## config.mk

```make
export PLATFORM = sky130hd
export DESIGN_NAME = circular_queue_with_dump
export DESIGN_NICKNAME = d
export VERILOG_FILES = /design/src/design/cqd_pkg.sv /design/src/design/circular_queue_with_dump.sv /design/src/design/cqd_ram.sv
export SDC_FILE = /design/constraint.sdc
export NUM_CORES = 1
export LEC_CHECK = 0
export ABC_AREA = 0
export BUFFER_PORTS_ARGS = -buffer_cell sky130_fd_sc_hd__buf_2
export CAP_MARGIN = 20
export CORE_MARGIN = 3
export CORE_UTILIZATION = 31
export CTS_CLUSTER_DIAMETER = 60
export DETAILED_ROUTE_END_ITERATION = 8
export PLACE_DENSITY = 0.51
export SYNTH_ARGS = -nofsm -noshare
export SYNTH_HDL_FRONTEND = slang
export SYNTH_HIERARCHICAL = 1
export SYNTH_SLANG_ARGS = --single-unit
export TNS_END_PERCENT = 1
```

## constraint.sdc

```tcl
create_clock -name clk -period 8.76 [get_ports clk]
set_input_delay 1.752 -clock clk [delete_from_list [all_inputs] [get_ports clk]]
set_output_delay 1.752 -clock clk [all_outputs]
set_load 0.01 [all_outputs]
```

## src/design/cqd_pkg.sv

```systemverilog
// Shared constants, types and helpers for the circular queue with dump.
package cqd_pkg;

  // Queue geometry
  localparam int DEPTH = 8;
  localparam int IDX_W = (DEPTH > 1) ? $clog2(DEPTH) : 1;

  // Field widths
  localparam int WORD_W = 32;
  localparam int CODE_W = 2;
  localparam int IN_W   = ((WORD_W + 7) / 8) * 8;
  localparam int OUT_W  = ((WORD_W + 7) / 8) * 8;

  typedef logic [IDX_W-1:0]         idx_t;
  typedef logic signed [WORD_W-1:0] word_t;

  typedef enum logic [CODE_W-1:0] {
    OP_ENQ  = 2'd0,
    OP_DEQ  = 2'd1,
    OP_DUMP = 2'd2
  } opcode_t;

  typedef enum logic [CODE_W-1:0] {
    ST_OK    = 2'd0,
    ST_FULL  = 2'd1,
    ST_EMPTY = 2'd2
  } status_t;

  // Advance a ring index with wrap at DEPTH
  function automatic idx_t next_idx(input idx_t i);
    idx_t r;
    if (i == idx_t'(DEPTH - 1)) begin
      r = '0;
    end else begin
      r = i + idx_t'(1);
    end
    return r;
  endfunction

endpackage

```

## src/design/circular_queue_with_dump.sv

```systemverilog
// Top level of the circular queue with dump: control, indexes and output register.
//
// Usage:
//   Input stream (s_*): each transaction carries an opcode (enqueue, dequeue,
//   dump) on s_tuser and a signed 32-bit word on s_tdata used only by enqueue.
//   Output stream (m_*): each transaction carries a status on m_tuser and a
//   word on m_tdata; m_tlast marks the final result of one input item.
//   Enqueue gives one result in the cycle after acceptance (status ok or full).
//   Dequeue reads the oldest entry from the slot RAM; its result passes
//   through the RAM read register and then the output register. Dump reads
//   the entries oldest first, one per cycle when the receiver never stalls;
//   an empty queue gives one empty-status result. Opcode 3 gives no
//   result and changes nothing.
//   One item is in progress at a time: no new input is taken while a dequeue
//   or dump is still handing out words, each of which first passes the
//   registered read of the slot RAM.
//   Reset (rst, synchronous) empties the queue and drops any pending result;
//   slot contents are kept but are unreachable until rewritten.
//   When the receiver stalls, the output register holds its result and the
//   block stops taking input and stops advancing a dump until it drains.
module circular_queue_with_dump (
  input  logic                       clk,
  input  logic                       rst,
  input  logic                       s_tvalid,
  output logic                       s_tready,
  // [31:0] push_value
  input  logic [cqd_pkg::IN_W-1:0]   s_tdata,
  // [1:0] opcode
  input  logic [cqd_pkg::CODE_W-1:0] s_tuser,
  output logic                       m_tvalid,
  input  logic                       m_tready,
  // [31:0] word_out
  output logic [cqd_pkg::OUT_W-1:0]  m_tdata,
  // [1:0] status
  output logic [cqd_pkg::CODE_W-1:0] m_tuser,
  output logic                       m_tlast
);

  typedef enum logic [1:0] {
    S_IDLE,
    S_DEQ,
    S_DUMP
  } state_t;

  state_t            state;
  cqd_pkg::idx_t     head;
  cqd_pkg::idx_t     tail;
  logic              is_empty;
  cqd_pkg::idx_t     ptr;
  logic              cur_fin;

  cqd_pkg::opcode_t  in_op;
  cqd_pkg::word_t    in_word;
  logic              in_fire;
  logic              out_free;
  logic              out_load;
  logic              full;

  logic              wr_en;
  cqd_pkg::idx_t     wr_addr;
  logic              rd_en;
  cqd_pkg::idx_t     rd_addr;
  cqd_pkg::word_t    rd_data;

  // Decode the input transaction
  assign in_op    = cqd_pkg::opcode_t'(s_tuser);
  assign in_word  = cqd_pkg::word_t'(s_tdata[cqd_pkg::WORD_W-1:0]);
  assign out_free = !m_tvalid || m_tready;
  assign s_tready = (state == S_IDLE) && out_free;
  assign in_fire  = s_tvalid && s_tready;
  assign full     = !is_empty && (cqd_pkg::next_idx(tail) == head);

  // Load the output register when a result is ready and the register is free
  assign out_load = (in_fire && ((in_op == cqd_pkg::OP_ENQ) ||
                                 ((in_op inside {cqd_pkg::OP_DEQ, cqd_pkg::OP_DUMP})
                                  && is_empty)))
                  || (((state == S_DEQ) || (state == S_DUMP)) && out_free);

  // Slot RAM access control
  always_comb begin
    wr_en   = 1'b0;
    wr_addr = is_empty ? '0 : cqd_pkg::next_idx(tail);
    rd_en   = 1'b0;
    rd_addr = head;
    if (in_fire) begin
      case (in_op)
        cqd_pkg::OP_ENQ:  wr_en = !full;
        cqd_pkg::OP_DEQ:  rd_en = !is_empty;
        cqd_pkg::OP_DUMP: rd_en = !is_empty;
        default:          ;
      endcase
    end else if (state == S_DUMP && out_free && !cur_fin) begin
      rd_en   = 1'b1;
      rd_addr = ptr;
    end
  end

  cqd_ram #(
    .ADDR_W (cqd_pkg::IDX_W),
    .DATA_W (cqd_pkg::WORD_W),
    .DEPTH  (cqd_pkg::DEPTH)
  ) u_slots (
    .clk     (clk),
    .wr_en   (wr_en),
    .wr_addr (wr_addr),
    .wr_data (in_word),
    .rd_en   (rd_en),
    .rd_addr (rd_addr),
    .rd_data (rd_data)
  );

  // Sequencer, indexes and output register
  always_ff @(posedge clk) begin
    if (rst) begin
      state    <= S_IDLE;
      head     <= '0;
      tail     <= '0;
      is_empty <= 1'b1;
      m_tvalid <= 1'b0;
      cur_fin  <= 1'b0;
      ptr      <= '0;
    end else begin
      // Load a new result, or retire a taken transaction
      if (out_load) begin
        m_tvalid <= 1'b1;
      end else if (m_tvalid && m_tready) begin
        m_tvalid <= 1'b0;
      end
      case (state)
        S_IDLE: begin
          if (in_fire) begin
            case (in_op)
              cqd_pkg::OP_ENQ: begin
                m_tlast <= 1'b1;
                m_tdata <= '0;
                if (full) begin
                  m_tuser <= cqd_pkg::ST_FULL;
                end else begin
                  m_tuser  <= cqd_pkg::ST_OK;
                  tail     <= wr_addr;
                  if (is_empty) begin
                    head <= '0;
                  end
                  is_empty <= 1'b0;
                end
              end
              cqd_pkg::OP_DEQ: begin
                if (is_empty) begin
                  m_tlast <= 1'b1;
                  m_tdata <= '0;
                  m_tuser <= cqd_pkg::ST_EMPTY;
                end else begin
                  state <= S_DEQ;
                  if (head == tail) begin
                    head     <= '0;
                    tail     <= '0;
                    is_empty <= 1'b1;
                  end else begin
                    head <= cqd_pkg::next_idx(head);
                  end
                end
              end
              cqd_pkg::OP_DUMP: begin
                if (is_empty) begin
                  m_tlast <= 1'b1;
                  m_tdata <= '0;
                  m_tuser <= cqd_pkg::ST_EMPTY;
                end else begin
                  state   <= S_DUMP;
                  cur_fin <= (head == tail);
                  ptr     <= cqd_pkg::next_idx(head);
                end
              end
              default: ;
            endcase
          end
        end
        S_DEQ: begin
          // Hand out the word read at the old head
          if (out_free) begin
            m_tlast <= 1'b1;
            m_tdata <= rd_data;
            m_tuser <= cqd_pkg::ST_OK;
            state   <= S_IDLE;
          end
        end
        S_DUMP: begin
          // Emit the current word and advance to the next slot
          if (out_free) begin
            m_tlast <= cur_fin;
            m_tdata <= rd_data;
            m_tuser <= cqd_pkg::ST_OK;
            if (cur_fin) begin
              state <= S_IDLE;
            end else begin
              cur_fin <= (ptr == tail);
              ptr     <= cqd_pkg::next_idx(ptr);
            end
          end
        end
        default: state <= S_IDLE;
      endcase
    end
  end

  // An empty queue always has both indexes parked at zero
  a_empty_idx: assert property (@(posedge clk) disable iff (rst)
    is_empty |-> (head == '0) && (tail == '0))
    else $error("empty queue with nonzero index");

  // A successful enqueue leaves the queue nonempty
  a_enq_fill: assert property (@(posedge clk) disable iff (rst)
    (in_fire && in_op == cqd_pkg::OP_ENQ && !full) |=> !is_empty)
    else $error("enqueue did not fill queue");

  // A dequeue of a stored word waits for the RAM read
  a_deq_wait: assert property (@(posedge clk) disable iff (rst)
    (in_fire && in_op == cqd_pkg::OP_DEQ && !is_empty) |=> state == S_DEQ)
    else $error("dequeue did not wait for read data");

  // Non-ok results carry a zero word
  a_zero_word: assert property (@(posedge clk) disable iff (rst)
    (m_tvalid && m_tuser != cqd_pkg::ST_OK) |-> (m_tdata == '0) && m_tlast)
    else $error("error status with nonzero word or open run");

  // Only dump words can leave a run open
  a_open_ok: assert property (@(posedge clk) disable iff (rst)
    (m_tvalid && !m_tlast) |-> (m_tuser == cqd_pkg::ST_OK))
    else $error("open run with non-ok status");

endmodule

```

## src/design/cqd_ram.sv

```systemverilog
// Generic single-port-write, single-port-read RAM with registered read data.
module cqd_ram #(
  parameter int ADDR_W = 3,
  parameter int DATA_W = 32,
  parameter int DEPTH  = 8
) (
  input  logic              clk,
  input  logic              wr_en,
  input  logic [ADDR_W-1:0] wr_addr,
  input  logic [DATA_W-1:0] wr_data,
  input  logic              rd_en,
  input  logic [ADDR_W-1:0] rd_addr,
  output logic [DATA_W-1:0] rd_data
);

  logic [DATA_W-1:0] mem [DEPTH];

  // Write port
  always_ff @(posedge clk) begin
    if (wr_en) begin
      mem[wr_addr] <= wr_data;
    end
  end

  // Read port, registered; data holds until the next read
  always_ff @(posedge clk) begin
    if (rd_en) begin
      rd_data <= mem[rd_addr];
    end
  end

endmodule

```

======== Word-level counts from Yosys, hierarchy flattened ========
Memories as Yosys holds them, arrays and structs flattened. A register that Yosys moved wholly into a read port is not among the register bits.
Index checks and enable logic that the tools add are counted.
Widths: inputs -> output; s select.
storage, ports and cells
  register bits after elaboration ......... 49
  RAM bits ................................ 256
  output and inout bits ................... 37
  word-level logic and storage cells ...... 141
  memories ................................ 1
memories
  name         depth  bits a word  rd ports  clocked after Yosys merged registers in  wr ports  line           RTL
  u_slots.mem  8      32           1         1                                        1         cqd_ram.sv:16  logic [DATA_W-1:0] mem [DEPTH];
operators by class
  add/sub/neg operators ................... 3
  equal/unequal tests ..................... 27
  muxes and demuxes ....................... 64
  bitwise operators ....................... 1
  reduce and logical (&&, ||, !) cells .... 35
operators by type and width
  operator             number
  $pmux 32 s2          2
  $mux 32              3
  $mux 3               18
  $reduce_and 6->1     4
  $mux 1               22
  $ne 2x2->1 const B   9
  $pmux 3 s2           3
  $mux 2               8
  $reduce_and 7->1     2
  $pmux 2 s2           3
  $reduce_bool 2->1    5
  $add 3x1->3 const B  3
  $eq 3x3->1           3
  $eq 3x3->1 const B   3
  $logic_and 1x1->1    9
  $ne 3x3->1 const B   3
  $ne 2x1->1 const B   3
  $pmux 1 s2           3
  $pmux 2 s3           1
  $reduce_and 5->1     1
  $eq 2x1->1 const B   2
  $eq 2x2->1 const B   2
  $logic_not 1->1      4
  $logic_not 2->1      2
  other kinds (8)      12

======== Logic depth before layout (Yosys ltp) ========
Gate-level depths: netlist (run 1).
  depth after elaboration ................. 9
  gate-level depth with buffers ........... 11

======== Cells and area by module ========
The synthesis (run 1) kept the hierarchy.
modules (own cells, without submodules)
  module                    times used  cells each  area an instance (um^2)  sequential area each (um^2)
  cqd_ram                   1           415         10786.6                  8648.3
  circular_queue_with_dump  1           212         2501.1                   1331.3

======== Least setup slack after synthesis (run 1) ========
No wires, ideal clock.
  path kind ............................... in2reg
  from .................................... input port s_tuser[0] in the netlist's numbering
  to ...................................... register m_tdata[0] in the netlist's numbering (enable)
  library setup time ...................... 477 ps
  arrival time ............................ 5067 ps
  required time ........................... 8283 ps
  setup slack ............................. 3216 ps
  cell stages on the path ................. 6
  path buffers ............................ 0
  cell sequence ........................... inv_1 > ha_1 > mux2i_1 > o21ai_0 > nand2b_1 > a211oi_1
on the way
  longest elaborated chain between the ends .. 4
  elaborated cells between the ends (all ways) .. 7
  classes of those cells .................. eq/ne: 4; reduce/logical: 3
ends and longest elaborated chain
  item                                                       line                             RTL
  start: declaration                                         circular_queue_with_dump.sv:29   input logic [cqd_pkg::CODE_W-1:0] s_tuser,
  $eq 2x1->1 or $eq 2x2->1 (tied branches)                   circular_queue_with_dump.sv:132  case (in_op)
  $reduce_or 2->1 (no source line)                           -
  $ne 3x3->1 (no source line) or $ne 3x2->1 (tied branches)  -
  $reduce_and 6->1 (no source line) *                        -
  end signal: assignment                                     circular_queue_with_dump.sv:182  m_tdata <= rd_data;
  end signal: assignment                                     circular_queue_with_dump.sv:191  m_tdata <= rd_data;
  end: declaration                                           circular_queue_with_dump.sv:33   output logic [cqd_pkg::OUT_W-1:0] m_tdata,
Mark *: on every way between the ends. The rest lies on a longest branch, timed or not.
A chain may end at the register's enable or synchronous reset.

======== Worst setup path in the final report (run 1) ========
  from .................................... input port m_tready
  to ...................................... register u_slots.rd_data[4], read port of u_slots.mem (data pin)
on the way
  longest elaborated chain between the ends .. 5
  elaborated cells between the ends (all ways) .. 9
  classes of those cells .................. mux: 4; reduce/logical: 5
ends and longest elaborated chain
  item                            line                            RTL
  start: declaration              circular_queue_with_dump.sv:31  input logic m_tready,
  $logic_or 1x1->1 *              circular_queue_with_dump.sv:68  assign out_free = !m_tvalid || m_tready;
  $logic_and 1x1->1 (2 in a row)  circular_queue_with_dump.sv:92  end else if (state == S_DUMP && out_free && !cur_fin) begin
  $mux 3                          circular_queue_with_dump.sv:92
  $mux 3 *                        circular_queue_with_dump.sv:85  if (in_fire) begin
  net rd_addr[0]                  circular_queue_with_dump.sv:62  cqd_pkg::idx_t rd_addr;
  end: declaration                cqd_ram.sv:13                   output logic [DATA_W-1:0] rd_data
Mark *: on every way through the listed nets, which the timed path passes. The rest lies on a longest branch.

==> impl_results.md, run 1 <==
- Status: completed
- Syn nets: 678
- Die area: 45380 µm²
- CTS buffer count: 38
- Clk slew on worst S/H paths: 0.05 ns
- Nets: 779
- Leakage: 0.005105 µW
- Layout overhead on the synthesized area: 16.51%
- Cell taking the most area after synthesis: edfxtp_1
- Antenna violations before repair: 4
- CTS tree: built
- PostCTS Resize Cnt: 0
- Synth Flop Type: edfxtp_1
- Inst Count DP: 1227
- Detail Placement HPWL: 14.78 mm
- Worst-case reg-to-reg path depth: 8
- CP peak stage delay: 0.73 ns
- Share of cells above drive strength 1: 28.61%
- Routed WL: 27.43 mm
- Unrepaired setup endpoints after global routing: false
- Root Driver: clkbuf_16
- VDD IR-drop max: 121.9 µV
- Routed len/inst: 21.20 µm
- Syn avg cell area: 21.19 µm²
- Clk buf depth: 3
- Mapped cell area: 13290 µm²
- Via density: 4.741
- Final hold vios: 0
- Max Cap Viol: 0
- Fmax: 221.8 MHz
- First-pass GRT wire length: 41.58 mm
- Post-Syn Instances: 627
- DIE HEIGHT: 213.0 µm
- Top-count cell post-synth: edfxtp_1
- Hold path cells: 2
- DRC violations left: 0
- CTS HTree Levels: 2
- Vias in the first global route: 6561
- GRT Util Overall: 12.31%
- Clk Latency, worst-skew pair: 0.52 ns
- Critical path cell sequence: buf_2 -> nand2b_4 -> and3_1 -> nor2_1 -> mux2_4 -> buf_4 -> mux4_1 -> mux2_2
- Setup TNS: 0 ns
- Routability Congestion: 0.7219
- Pwr Density: 215.9 nW/µm²
- Yosys cell types: 46
- Worst-Margin Slew: 0.8387 ns
- Ys async rst share: 0%
- YS warnings: 6
- Crit path depth: 8
- Layout Skew: 0.01988 ns
- Top Ports: 75
- GRT overflow: 0
- Synth top area share: 72.99%
- Post-CTS setup buffers: 0
- Clock sink total: 337
- Cell Count, Final, Fillers Out: 1294
- Port Buffer Count: 74
- Synth top cells by count: edfxtp_1, mux4_1, mux2_2
- Crit-path slowest cell: buf_4
- Routed Antenna Nets: 0
- Largest cells by area after synthesis: edfxtp_1, mux4_1, mux4_2, mux2_2, dfxtp_1
- First-pass iteration count of the detailed router: 4
- Register bit total from synthesis: 337
- Fill cells: 3854
- Die X: 213.0 µm
- Crit Path Category: input port to flip-flop
- Number of synthesized flops with an enable pin: 323
- Min Tclk post-route: 4.508 ns
- Std-Cell Rows: 75
- DRT iter0 DRCs: 359
- Sequential share of the synthesized area: 75.10%
- Worst Setup Start Kind: input port
- Critical path fanouts, max: 46
- Largest net degree at the start of global routing: 55
- WP data required: 9.02 ns
- Crit share post-route: 51.46%
- # diodes: 0
- Final setup fails: 0
- Slew HR: 44.09%
- Worst hold path type: flip-flop to flip-flop
- Hold buffers post-CTS: 0
- Worst setup EP type: flip-flop
- WP data arrival: 4.76 ns
- Initial Util: 31.54%
- Core area: 42130 µm²
- FF/Latch Area: 9980 µm²
- DR vias: 6135
- Family with the most delay on the worst path: multiplexers
- Final slew viol count: 0
- Multi-input logic area: 3186 µm²
- WP buf/inv: 2
## through the flow
stage	area, µm²	util, %	worst slack [ns]	power (µW)	hold WS (ns)
2_1_floorplan	13290	-	3.216	1871	0.4648
3_3_place_gp	14340	34.03	3.714	1920	0.4903
3_5_place_dp	14340	34.03	3.658	1923	0.4908
4_1_cts	15480	36.74	4.203	3390	0.5005
5_1_grt	15480	36.74	4.053	3468	0.5242
6_report	15480	36.74	4.252	3342	0.5023
## worst min-delay path, cell delays in order (launching register included)
cell,delay [ns]
dfxtp_1,0.34
nand2_1,0.07
a21oi_1,0.05
## where the power goes
group | internal [µW] | total (µW) | switching, µW | leakage (µW)
Clock | 848 | 1460 | 608 | 0.000559
Combinational | 32.4 | 93.2 | 60.8 | 0.00151
Sequential | 1790 | 1790 | 7.04 | 0.00304
## cell type report
| cell class | count | area share (%) |
|---|---|---|
| clock inverter | 18 | 0.8405 |
| sequential | 337 | 64.46 |
| inverter | 6 | 0.1455 |
| tap | 539 | 4.356 |
| timing repair buffer | 88 | 3.071 |
| multi-input combinational | 257 | 20.58 |
| clock buffer | 49 | 6.546 |
## sequential cells by signal, summed over array words and instances (netlist names)
name,count
u_slots/mem,256
m_tdata,32
u_slots/rd_data,32
head,3
ptr,3
tail,3
m_tuser,2
state,2
cur_fin,1
is_empty,1
m_tlast,1
m_tvalid,1
## metal layers
| metal | global-route usage [%] | vias to the layer above | wire length, µm |
|---|---|---|---|
| li1 | - | 2771 | - |
| met3 | 2.703 | 46 | 1170 |
| met1 | 16.39 | 3192 | 12150 |
| met5 | 0 | - | 49 |
| met4 | 2.868 | 8 | 503 |
| met2 | 20.74 | 118 | 13550 |
## final timing paths
check | startpoint | endpoint | slack, ns
min reg2reg | state[1] | state[1] | 0.50
min | state[1] | state[1] | 0.50
max reg2reg | state[0] | u_slots/rd_data[4] | 4.93
max | m_tready | u_slots/rd_data[4] | 4.25
## cells by family after synthesis
logic type               synth area share (%)
XOR/XNOR                               0.5838
AO/OA/AOI/OAI                           1.431
buffers and inverters                   1.469
AND/OR/NAND/NOR                         4.642
flip-flops                              75.10
adder cells (fa/ha/maj)                 1.224
multiplexers                            15.55
## layout by cell type, fill, tap and decap left out, drive strengths merged, types with 8 or more instances in the layout
cell,count
and2,33
buf,88
clkbuf,49
clkinv,16
dfxtp,14
edfxtp,323
ha,13
mux2,35
mux2i,8
mux4,64
nand2,8
nand2b,13
nor2,21
nor3,9
xor2,8
Note: power is estimated with default switching activity, not from simulation.
==> run 2: changes to the inputs <==
Settings changed: PLACE_DENSITY 0.51 to 0.53.
Clock period 8.76 ns to 3.9 ns, I/O delays scaled along.
==> run 2 against run 1 <==
Critical path depth rose by 1. Clock power is 120% higher. Die area is the same. Global-route usage decreased by 0.074 points. Critical endpoint is now u_slots/rd_data[17]. Routed wire length increased by 0.45%. Power grew 120%. First-iteration DRC count rose by 21%. Core utilization rose by 0.46 points. Final cell count rose by 1.1%.
==> impl_results.md, run 2 (same netlist as run 1, synthesis figures left out) <==
- Status: completed
- Int Power: 5936 µW (+120%)
- Clock sink total: 337 (unchanged)
- WP data arrival: 3.40 ns (-1.36 ns)
- Layout Skew: 0.01825 ns (-0.001631 ns)
- Core area: 42130 µm² (unchanged)
- CTS HTree Levels: 2 (unchanged)
- Initial Util: 31.54% (unchanged)
- FF/Latch Area: 9980 µm² (unchanged)
- Hold buffers post-CTS: 0 (unchanged)
- Clk buf depth: 3 (unchanged)
- Total Power: 7465 µW (+120%)
- Layout overhead on the synthesized area: 17.98%
- Vias in the first global route: 6430 (-2.0%)
- Crit share post-route: 80.52%
- Reg power frac: 53.9% (+0.2 points)
- Worst-case reg-to-reg path depth: 9 (+1)
- Critical path cell sequence: inv_1 -> ha_1 -> nand2b_1 -> nand2b_4 -> nor2_1 -> mux2_4 -> buf_12 -> mux4_1 -> mux2_2
- Top flop regs: u_slots/mem x256, m_tdata x32, u_slots/rd_data x32
- Detail Placement HPWL: 15.50 mm (+4.9%)
- CTS buffer count: 38 (unchanged)
- Clk pwr share: 43.2% (-0.4 points)
- Pwr Density: 476.2 nW/µm² (+120%)
- Worst-Margin Slew: 0.7572 ns (-0.08150 ns)
- Nets: 792 (+1.7%)
- Crit Path Category: flip-flop to flip-flop
- CP peak stage delay: 0.56 ns (-0.17 ns)
- Max FFs per register: 256 (unchanged)
- Unrepaired setup endpoints after global routing: false
- Leakage: 0.005187 µW (+1.6%)
- Commonest non-fill, non-tap cells in the layout: edfxtp_1, buf_2, mux4_1, clkbuf_16, mux2_2
- WP data required: 4.16 ns (-4.86 ns)
- Die area: 45380 µm² (unchanged)
- Port Buffer Count: 74 (unchanged)
- DRC violations left: 0 (unchanged)
- First-pass GRT wire length: 41.13 mm (-1.1%)
- VDD IR-drop max: 238.5 µV (+96%)
- Net Sw Power: 1530 µW (+130%)
- Routed Antenna Nets: 0 (unchanged)
- Most flops, register: u_slots/mem
- Worst hold path type: flip-flop to flip-flop
- Die X: 213.0 µm (unchanged)
- Clk slew on worst S/H paths: 0.06 ns (about the same)
- Antenna violations before repair: 4 (unchanged)
- GRT overflow: 0 (unchanged)
- Final setup fails: 0 (unchanged)
- Max Cap Viol: 0 (unchanged)
- Routed WL: 27.55 mm (+0.45%)
- GRT Util Overall: 12.23% (-0.074 points)
- Worst setup EP type: flip-flop
- Critical path fanouts, max: 19 (-59%)
- CTS tree: built
- Share of cells above drive strength 1: 29.95% (+1.3 points)
- Multi-input logic area: 3186 µm² (unchanged)
- DIE HEIGHT: 213.0 µm (unchanged)
- Logic pwr share: 2.8% (about the same)
- Routability Congestion: 0.6916 (-4.2%)
- Clk Latency, worst-skew pair: 0.52 ns (about the same)
- Worst Setup Start Kind: flip-flop
- First-pass iteration count of the detailed router: 4 (unchanged)
- Std-Cell Rows: 75 (unchanged)
- PostCTS Resize Cnt: 0 (unchanged)
- Routed len/inst: 21.06 µm (-0.63%)
- Sw Ratio: 20.49% (+0.28 points)
- WP buf/inv: 2 (unchanged)
- Largest net degree at the start of global routing: 35 (-36%)
- Min Tclk post-route: 3.140 ns
- Top Ports: 75 (unchanged)
- Post-CTS setup buffers: 0 (unchanged)
- Family with the most delay on the worst path: multiplexers
- DRT iter0 DRCs: 435 (+21%)
- Slew HR: 49.13% (+5.0 points)
- DR vias: 6208 (+1.2%)
- Via density: 4.746 (+0.11%)
- Fmax: 318.4 MHz
- Crit-path slowest cell: mux4_1
- Fill cells: 3800 (-1.4%)
- Final hold vios: 0 (unchanged)
- Crit path depth: 9 (+1)
- Root Driver: clkbuf_16
- Hold path cells: 2 (unchanged)
- Hold WS: 0.4951 ns (-0.007239 ns)
- Most common library cell in the layout ignoring fill and taps: edfxtp_1
- Final slew viol count: 0 (unchanged)
run 2: power groups by stage:
| stage | clock [µW] | sequential, µW | combinational, µW |
|---|---|---|---|
| 3_5_place_dp | 0 | 4100 | 216 |
| 2_1_floorplan | 0 | 4110 | 88.3 |
| 6_report | 3230 | 4030 | 210 |
| 5_1_grt | 3480 | 4030 | 236 |
| 3_3_place_gp | 0 | 4100 | 212 |
| 4_1_cts | 3330 | 4030 | 217 |
run 2: layout make-up:
cell class              instances  area share (%)
diodes                          1         0.01596
clock inverters                16          0.6704
inverters                       6          0.1437
flip-flops and latches        337           63.66
multi-input cells             257           20.32
clock buffers                  51           6.513
well taps                     539           4.302
repair buffers                101           4.374
run 2: worst register-to-register path: stages (launching register included):
cell and delay, ns:
dfxtp_1 0.32, inv_1 0.10, ha_1 0.34, nand2b_1 0.18, nand2b_4 0.18, nor2_1 0.16
mux2_4 0.50, buf_12 0.26, mux4_1 0.57, mux2_2 0.28
run 2: stage by stage:
stage,TNS (ns),util (%),setup WS [ns],instance area (µm²),std cells
after floorplan,-21.27,-,-0.3332,13290,627
after global routing,0,37.20,0.4945,15670,1307
after CTS,0,37.20,0.7133,15670,1307
after detailed placement,0,34.53,0.5021,14550,1240
after global placement,0,34.53,0.5293,14550,1240
final,0,37.21,0.7597,15680,1308
run 2: final timing paths:
kind	endpoint	from	slack, ns
worst min register to register	state[1]	state[1]	0.50
worst max-delay path	u_slots/rd_data[17]	state[0]	0.76
worst min-delay path	state[1]	state[1]	0.50
worst max register to register	u_slots/rd_data[17]	state[0]	0.76
run 2: per-layer routing:
| metal | part of all wire [%] | wire length, µm | vias up | GRT usage (%) |
|---|---|---|---|---|
| li1 | - | - | 2811 | - |
| met1 | 45 | 12510 | 3248 | 16.61 |
| met2 | 49 | 13480 | 100 | 20.28 |
| met3 | 3.5 | 975 | 45 | 2.292 |
| met4 | 2.0 | 556 | 4 | 3.372 |
| met5 | 0.094 | 26 | - | 0 |
